[config.mk]
export PLATFORM = sky130hd
export DESIGN_NAME = decimal_amount_parser_core
export DESIGN_NICKNAME = d
export VERILOG_FILES = /design/src/rtl/dap_pkg.sv /design/src/rtl/decimal_amount_parser_core.sv
export VERILOG_INCLUDE_DIRS = /design/src /design/src/rtl
export SDC_FILE = /design/constraint.sdc
export NUM_CORES = 2
export LEC_CHECK = 0
export BUFFER_PORTS_ARGS = -buffer_cell sky130_fd_sc_hd__clkbuf_2
export CAP_MARGIN = 20
export CORE_ASPECT_RATIO = 1.5
export CORE_MARGIN = 2
export CORE_UTILIZATION = 39
export DETAILED_ROUTE_END_ITERATION = 7
export GPL_ROUTABILITY_DRIVEN = 0
export SLEW_MARGIN = 20
export SYNTH_ARGS = -nofsm -noshare
export SYNTH_HDL_FRONTEND = slang
export SYNTH_SLANG_ARGS = --single-unit
[constraint.sdc]
create_clock -name aclk -period 9.7 [get_ports aclk]
set_input_delay 0.97 -clock aclk [delete_from_list [all_inputs] [get_ports aclk]]
set_output_delay 0.97 -clock aclk [all_outputs]
set_load 0.02 [all_outputs]
[src/rtl/assert_macros.svh]
// assertion helpers for the rtl files
// no dependencies; include once per file that asserts
`ifndef ASSERT_MACROS_SVH
`define ASSERT_MACROS_SVH

// property checked on every rising edge outside reset
`define DAP_ASSERT(label, clk, rst_n, prop, msg) \
    label: assert property (@(posedge clk) disable iff (!rst_n) (prop)) else $error(msg);

// condition that must never be true outside reset
`define DAP_NEVER(label, clk, rst_n, cond, msg) \
    label: assert property (@(posedge clk) disable iff (!rst_n) !(cond)) else $error(msg);

`endif

[src/rtl/dap_pkg.sv]
// constants, character codes and the power-of-ten table for the amount parser
// no dependencies
package dap_pkg;

    localparam int AMOUNT_W   = 63;
    localparam int CHAR_W     = 8;
    localparam int PLACES_W   = 4;
    localparam int SCALE_W    = 27;   // holds 10^8
    localparam int DIGIT_W    = 4;

    localparam logic [PLACES_W-1:0] PLACES_MAX   = 4'd8;
    localparam logic [PLACES_W-1:0] PLACES_RESET = 4'd8;

    localparam logic [CHAR_W-1:0] CHAR_MINUS = 8'h2D;
    localparam logic [CHAR_W-1:0] CHAR_PLUS  = 8'h2B;
    localparam logic [CHAR_W-1:0] CHAR_DOT   = 8'h2E;
    localparam logic [CHAR_W-1:0] CHAR_ZERO  = 8'h30;
    localparam logic [CHAR_W-1:0] CHAR_NINE  = 8'h39;

    function automatic logic [SCALE_W-1:0] pow_ten(input logic [PLACES_W-1:0] exp);
        logic [SCALE_W-1:0] r;
        case (exp)
            4'd0:    r = 27'd1;
            4'd1:    r = 27'd10;
            4'd2:    r = 27'd100;
            4'd3:    r = 27'd1000;
            4'd4:    r = 27'd10000;
            4'd5:    r = 27'd100000;
            4'd6:    r = 27'd1000000;
            4'd7:    r = 27'd10000000;
            4'd8:    r = 27'd100000000;
            default: r = 27'd100000000;
        endcase
        return r;
    endfunction

endpackage

[src/rtl/decimal_amount_parser_core.sv]
// streaming ascii amount parser, top level
// depends on dap_pkg and assert_macros.svh
`include "assert_macros.svh"

// Usage:
//   s_valid/s_ready carry one ascii character per request (s_char_code) and
//   s_last_char marks the end of a string. Characters of a string update the
//   digit accumulator in the cycle they are accepted, one character per cycle while s_ready is high.
//   The request marked last produces exactly one result on m_valid/m_ready:
//   m_amount, the value scaled by 10^decimal_places, or 0 when the text was
//   invalid or the value overflowed 63 bits. Other requests produce nothing.
//   Result path: the edge that accepts the last character loads stage 1
//   (final value and scale), stage 2 forms a 63x27 multiply split into two
//   partial products, then the add with overflow check is registered into m_amount.
//   Throughput: one character per cycle while s_ready is high, also back to back across strings.
//   The receiver may stall: results queue in the two pipeline stages and the
//   output register, and s_ready drops only when all three are full.
//   cfg_we writes decimal_places from cfg_wdata; write it only
//   while the block is idle. Values above 8 act as 8.
//   Reset (aresetn low, synchronous) empties the pipeline, starts a new string
//   and sets decimal_places to 8.
module decimal_amount_parser_core (
    input  logic                          aclk,
    input  logic                          aresetn,
    input  logic                          s_valid,
    output logic                          s_ready,
    input  logic [dap_pkg::CHAR_W-1:0]    s_char_code,
    input  logic                          s_last_char,
    output logic                          m_valid,
    input  logic                          m_ready,
    output logic [dap_pkg::AMOUNT_W-1:0]  m_amount,
    input  logic                          cfg_we,
    input  logic [dap_pkg::PLACES_W-1:0]  cfg_wdata
);
    import dap_pkg::*;

    localparam int WIDE_W = AMOUNT_W + 4;
    localparam int LO_W   = 32;
    localparam int HI_W   = AMOUNT_W - LO_W;
    localparam int PLO_W  = LO_W + SCALE_W;
    localparam int PHI_W  = HI_W + SCALE_W;
    localparam int SUM_W  = AMOUNT_W + SCALE_W;

    // configuration
    logic [PLACES_W-1:0] places_reg;

    // string state
    logic [AMOUNT_W-1:0] acc_reg,      acc_next;
    logic                seen_dot_reg, seen_dot_next;
    logic [PLACES_W-1:0] frac_reg,     frac_next;
    logic                rej_reg,      rej_next;
    logic                start_reg,    start_next;

    // stage 1: final value and scale
    logic                p1_valid_reg;
    logic [AMOUNT_W-1:0] p1_acc_reg;
    logic [SCALE_W-1:0]  p1_scale_reg;
    logic                p1_zero_reg;

    // stage 2: partial products
    logic                p2_valid_reg;
    logic [PLO_W-1:0]    p2_lo_reg;
    logic [PHI_W-1:0]    p2_hi_reg;
    logic                p2_zero_reg;

    // output register
    logic                m_valid_reg;
    logic [AMOUNT_W-1:0] m_amount_reg;

    logic                accept;
    logic                out_free, p2_free, p1_free;
    logic [PLACES_W-1:0] places;
    logic [DIGIT_W-1:0]  digit;
    logic [WIDE_W-1:0]   acc_x10;
    logic                is_digit;
    logic                p1_zero_next;
    logic [SUM_W-1:0]    sum;
    logic                sum_ovf;

    assign out_free = !m_valid_reg || m_ready;
    assign p2_free  = !p2_valid_reg || out_free;
    assign p1_free  = !p1_valid_reg || p2_free;
    assign s_ready  = p1_free;
    assign accept   = s_valid && s_ready;

    assign places   = (places_reg > PLACES_MAX) ? PLACES_MAX : places_reg;
    assign digit    = DIGIT_W'(s_char_code - CHAR_ZERO);
    assign is_digit = s_char_code inside {[CHAR_ZERO:CHAR_NINE]};
    assign acc_x10  = ({4'b0, acc_reg} << 3) + ({4'b0, acc_reg} << 1)
                      + WIDE_W'(digit);

    always_comb begin
        acc_next      = acc_reg;
        seen_dot_next = seen_dot_reg;
        frac_next     = frac_reg;
        rej_next      = rej_reg;
        start_next    = 1'b0;
        if (!rej_reg) begin
            if (s_char_code == CHAR_MINUS) begin
                rej_next = 1'b1;
            end else if (places == '0 && seen_dot_reg) begin
                // ignored tail with zero places
                rej_next = rej_reg;
            end else if (s_char_code == CHAR_PLUS) begin
                if (!start_reg) begin
                    rej_next = 1'b1;
                end
            end else if (s_char_code == CHAR_DOT) begin
                if (places != '0 && seen_dot_reg) begin
                    rej_next = 1'b1;
                end
                seen_dot_next = 1'b1;
            end else if (!is_digit) begin
                rej_next = 1'b1;
            end else if (seen_dot_reg && frac_reg >= places) begin
                rej_next = 1'b1;
            end else begin
                if (seen_dot_reg) begin
                    frac_next = frac_reg + 1'b1;
                end
                if (|acc_x10[WIDE_W-1:AMOUNT_W]) begin
                    rej_next = 1'b1;
                end else begin
                    acc_next = acc_x10[AMOUNT_W-1:0];
                end
            end
        end
    end

    assign p1_zero_next = rej_next || (frac_next > places);

    // string state and configuration
    always_ff @(posedge aclk) begin
        if (!aresetn) begin
            places_reg   <= PLACES_RESET;
            acc_reg      <= '0;
            seen_dot_reg <= 1'b0;
            frac_reg     <= '0;
            rej_reg      <= 1'b0;
            start_reg    <= 1'b1;
        end else begin
            if (cfg_we) begin
                places_reg <= cfg_wdata;
            end
            if (accept) begin
                if (s_last_char) begin
                    acc_reg      <= '0;
                    seen_dot_reg <= 1'b0;
                    frac_reg     <= '0;
                    rej_reg      <= 1'b0;
                    start_reg    <= 1'b1;
                end else begin
                    acc_reg      <= acc_next;
                    seen_dot_reg <= seen_dot_next;
                    frac_reg     <= frac_next;
                    rej_reg      <= rej_next;
                    start_reg    <= start_next;
                end
            end
        end
    end

    // pipeline valid bits
    always_ff @(posedge aclk) begin
        if (!aresetn) begin
            p1_valid_reg <= 1'b0;
            p2_valid_reg <= 1'b0;
            m_valid_reg  <= 1'b0;
        end else begin
            if (p1_free) begin
                p1_valid_reg <= accept && s_last_char;
            end
            if (p2_free) begin
                p2_valid_reg <= p1_valid_reg;
            end
            if (out_free) begin
                m_valid_reg <= p2_valid_reg;
            end
        end
    end

    assign sum     = {p2_hi_reg, {LO_W{1'b0}}} + SUM_W'(p2_lo_reg);
    assign sum_ovf = |sum[SUM_W-1:AMOUNT_W];

    // pipeline payload
    always_ff @(posedge aclk) begin
        if (p1_free && accept && s_last_char) begin
            p1_acc_reg   <= acc_next;
            p1_zero_reg  <= p1_zero_next;
            // index is only meaningful when the count is within places
            p1_scale_reg <= pow_ten(places - frac_next);
        end
        if (p2_free && p1_valid_reg) begin
            p2_lo_reg   <= PLO_W'(p1_acc_reg[LO_W-1:0]) * PLO_W'(p1_scale_reg);
            p2_hi_reg   <= PHI_W'(p1_acc_reg[AMOUNT_W-1:LO_W]) * PHI_W'(p1_scale_reg);
            p2_zero_reg <= p1_zero_reg;
        end
        if (out_free && p2_valid_reg) begin
            m_amount_reg <= (p2_zero_reg || sum_ovf) ? '0 : sum[AMOUNT_W-1:0];
        end
    end

    assign m_valid  = m_valid_reg;
    assign m_amount = m_amount_reg;

    `DAP_ASSERT(a_last_restarts, aclk, aresetn, (accept && s_last_char) |=> (start_reg && acc_reg == '0 && !seen_dot_reg && !rej_reg && frac_reg == '0), "state not cleared after last character")
    `DAP_ASSERT(a_frac_needs_dot, aclk, aresetn, !seen_dot_reg |-> (frac_reg == '0), "fraction digits counted without a dot")
    `DAP_NEVER(a_stall_only_full, aclk, aresetn, !s_ready && !(p1_valid_reg && p2_valid_reg && m_valid_reg), "input stalled with a free stage")

endmodule

==> impl_summary.log <==
INFO  metric run_status = completed
INFO  metric final_common_cell = sky130_fd_sc_hd__inv_1
INFO  metric antenna_violations_before_repair = 7
INFO  metric vias = 52,200
INFO  metric yosysUniqueCellTypes = 87
INFO  metric global_route.overflow_total = 0
INFO  metric achievable-frequency = approximately 0.11 GHz
INFO  metric syn_to_final_growth = 6.27%
INFO  metric ctsLongestPathBuffers = 3
INFO  metric syn-instance-count = 7,860
INFO  metric setup_total_negative_slack = 0 ns
INFO  metric syn_avg_cell_area = 9.11 um^2
INFO  metric ys_async_sr_fraction = 0%
INFO  metric final_report_max_slew_violation_count = 0
INFO  metric worst_setup_path_start_kind = register
INFO  metric dpl_cell_area = 0.0745 mm^2
INFO  metric dp.final_hpwl = between 150,000 and 200,000 um
INFO  metric finalCriticalPeriod = between 9 and 10 ns
INFO  metric setup-violations-final = 0
INFO  metric fp.coreArea = 0.182 mm^2
INFO  metric drt-initial-drc-count = about 3,000
INFO  metric first_pass_grt_wire_length = approximately 320,000 um
INFO  metric synthesis.nets = 9,857
INFO  metric edff_count_synth = roughly 270
INFO  metric initial_core_util = between 30% and 40%
INFO  metric maximum_fanout_along_the_worst_path = 17
INFO  metric min_path_type = register to register
INFO  metric worst_setup_path_end_kind = register
INFO  metric drt_pass1_iterations = 8
INFO  metric synth.ff_latch_count = approximately 340
INFO  metric clkLatencyLatePin = ~0.69 ns
INFO  metric die_x = 354 um
INFO  metric pin_count_of_the_biggest_net_entering_global_routing = 68
INFO  metric wl = around 200,000 um
INFO  metric clock_tree_from_tritoncts = done
INFO  metric required = between 10 and 15 ns
INFO  metric routed_via_density = around 5.1
INFO  metric post_cts_clock_slew_at_the_launch_and_capture_registers_of_the_worst_setup_and_hold_paths = about 0.070 ns
INFO  metric cts_setup_buffers = 0
INFO  metric seq_area_frac_synth = between 10% and 20%
INFO  metric multi_input_area = ~0.054 mm^2
INFO  metric drive_above_1_share = under 10%
INFO  metric rsz0062_at_grt = no
INFO  metric die_area = 0.187 mm^2
INFO  metric finalNetCount = a little under 10,000
INFO  metric antenna_violating_nets_post_route = 0
INFO  metric layout.area.seq = 0.00950 mm^2
INFO  metric setup.worst_path.class = register to register
INFO  metric max_slew_margin = 24.6%
INFO  metric crit_arrival = 9.43 ns
INFO  metric final_cell_count_no_fill = a little over 10,000
INFO  metric netlist_area = a little over 0.07 mm^2
INFO  metric die_h = around 530 um
INFO  metric layout.cells.most_common_list = sky130_fd_sc_hd__inv_1, sky130_fd_sc_hd__fa_1, sky130_fd_sc_hd__nand2_1, sky130_fd_sc_hd__and2_1, sky130_fd_sc_hd__ha_1
INFO  metric timing_worst_slew_pin_value = ~1.1 ns
INFO  metric remaining_drc_errors = 0
INFO  metric cts-hold-fix-buffers = 0
INFO  metric fin_ws = around 0.67 ns
INFO  metric yosys_warnings = 0
INFO  metric cts_resized = 0
INFO  metric postLayoutCellArea = roughly 0.076 mm^2
INFO  metric total_routing_usage_reported_by_global_routing = between 20% and 30%
INFO  metric post-route-period-util = between 90 and 100%
INFO  metric place.detailed.instances = between 10,000 and 15,000
INFO  metric ys.flop_type = sky130_fd_sc_hd__edfxtp_1
INFO  metric row_count = 192
INFO  metric timing_hold_violations_final = 0
INFO  metric max-cap-violations = 0
INFO  metric clock-skew-final = approximately 0.065 ns
INFO  metric ios = 83
INFO  metric dp_worst_setup_slack = between 0.9 and 1 ns
INFO  metric first_global_vias = 57,300
INFO  metric clock_sinks = roughly 340
INFO  metric num-fill-cells = roughly 18,000
INFO  metric port_buffers = between 80 and 90
INFO  metric h-tree-depth = 2
INFO  metric detail_route.wl_per_cell = 20.0 um
INFO  metric cts-root-buf = sky130_fd_sc_hd__clkbuf_16
INFO  metric total_cts_buffers = 43
## Yosys cell counts (72+ instances only)
master                     count  area share (%)
sky130_fd_sc_hd__a21o_1      116             1.2
sky130_fd_sc_hd__nand2_1     952             5.0
sky130_fd_sc_hd__dfxtp_1      77             2.2
sky130_fd_sc_hd__nand3_1      72            0.50
sky130_fd_sc_hd__a21oi_1     213             1.5
sky130_fd_sc_hd__inv_1      1777             9.3
sky130_fd_sc_hd__xor2_1      135             1.7
sky130_fd_sc_hd__clkbuf_1    394             2.1
sky130_fd_sc_hd__o21ai_0     180             1.3
sky130_fd_sc_hd__and2_1      781             6.8
sky130_fd_sc_hd__edfxtp_1    265              11
sky130_fd_sc_hd__fa_1       1315              37
sky130_fd_sc_hd__nor2_1      145            0.76
sky130_fd_sc_hd__ha_1        664              12
sky130_fd_sc_hd__xnor2_1     152             1.9
## metal layers
layer / global-route usage [%] / up-vias / wire [um]
met3: 2.37 / 561 / 9440
li1: - / 23700 / -
met2: 41.2 / 1589 / 106000
met1: 24.6 / 26300 / 74600
met5: 0 / - / 13
met4: 12.5 / 2 / 13700
## worst paths after layout
path | startpoint | to | slack, ns | cells after the start
max | p1_acc_reg[38] | p2_hi_reg[45] | 0.67 | 24
min | start_reg | start_reg | 0.45 | 2
max reg2reg | p1_acc_reg[38] | p2_hi_reg[45] | 0.67 | 24
min reg2reg | start_reg | start_reg | 0.45 | 2
## area by class of cell
type	count	share of cell area [%]
Clock buffer	48	1.44
Sequential cell	342	12.5
Inverter	1777	8.77
Tap cell	2425	3.99
Multi-Input combinational cell	5328	70.9
Antenna cell	11	0.0362
Clock inverter	31	0.522
Timing Repair Buffer	205	1.89
## stage by stage
stage                     utilization (%)  hold slack [ns]
after global routing                 41.7            0.464
after CTS                            41.7            0.451
final                                41.7            0.449
after floorplan                         -            0.400
after detailed placement             40.9            0.439
after global placement               40.9            0.434
## worst max-delay path, stage by stage, from the launching register on
cell and delay, ns:
sky130_fd_sc_hd__edfxtp_1 1.06, sky130_fd_sc_hd__buf_4 0.43, sky130_fd_sc_hd__nand2_1 0.13, sky130_fd_sc_hd__fa_1 0.48, sky130_fd_sc_hd__fa_1 0.52, sky130_fd_sc_hd__fa_1 0.56
sky130_fd_sc_hd__inv_1 0.04, sky130_fd_sc_hd__ha_1 0.18, sky130_fd_sc_hd__fa_1 0.46, sky130_fd_sc_hd__fa_1 0.54, sky130_fd_sc_hd__inv_1 0.05, sky130_fd_sc_hd__fa_1 0.47
sky130_fd_sc_hd__inv_1 0.04, sky130_fd_sc_hd__ha_1 0.37, sky130_fd_sc_hd__a211oi_1 0.53, sky130_fd_sc_hd__and3_1 0.24, sky130_fd_sc_hd__nand4_1 0.10, sky130_fd_sc_hd__a21oi_1 0.70
sky130_fd_sc_hd__o21ai_0 0.27, sky130_fd_sc_hd__nor4b_1 0.21, sky130_fd_sc_hd__buf_4 0.15, sky130_fd_sc_hd__a311oi_1 0.55, sky130_fd_sc_hd__o31ai_1 0.20, sky130_fd_sc_hd__a221oi_1 0.34
sky130_fd_sc_hd__xnor2_1 0.10
## kinds of logic (layout without fill, tap and decap cells)
group / Yosys count / after routing / share of synthesized area (%)
multiplexers: 9 / 9 / 0.129
adder cells (fa/ha/maj): 1982 / 1982 / 48.4
flip-flops: 342 / 342 / 13.3
buffers and inverters: 2190 / 2061 / 11.5
AND/OR/NAND/NOR: 2254 / 2254 / 15.9
XOR/XNOR: 287 / 287 / 3.51
AO/OA/AOI/OAI: 796 / 796 / 7.23
other: 0 / 11 / 0
Power is not shown: default switching activity piles up to over one toggle a cycle in this logic, so the estimate is an artifact.
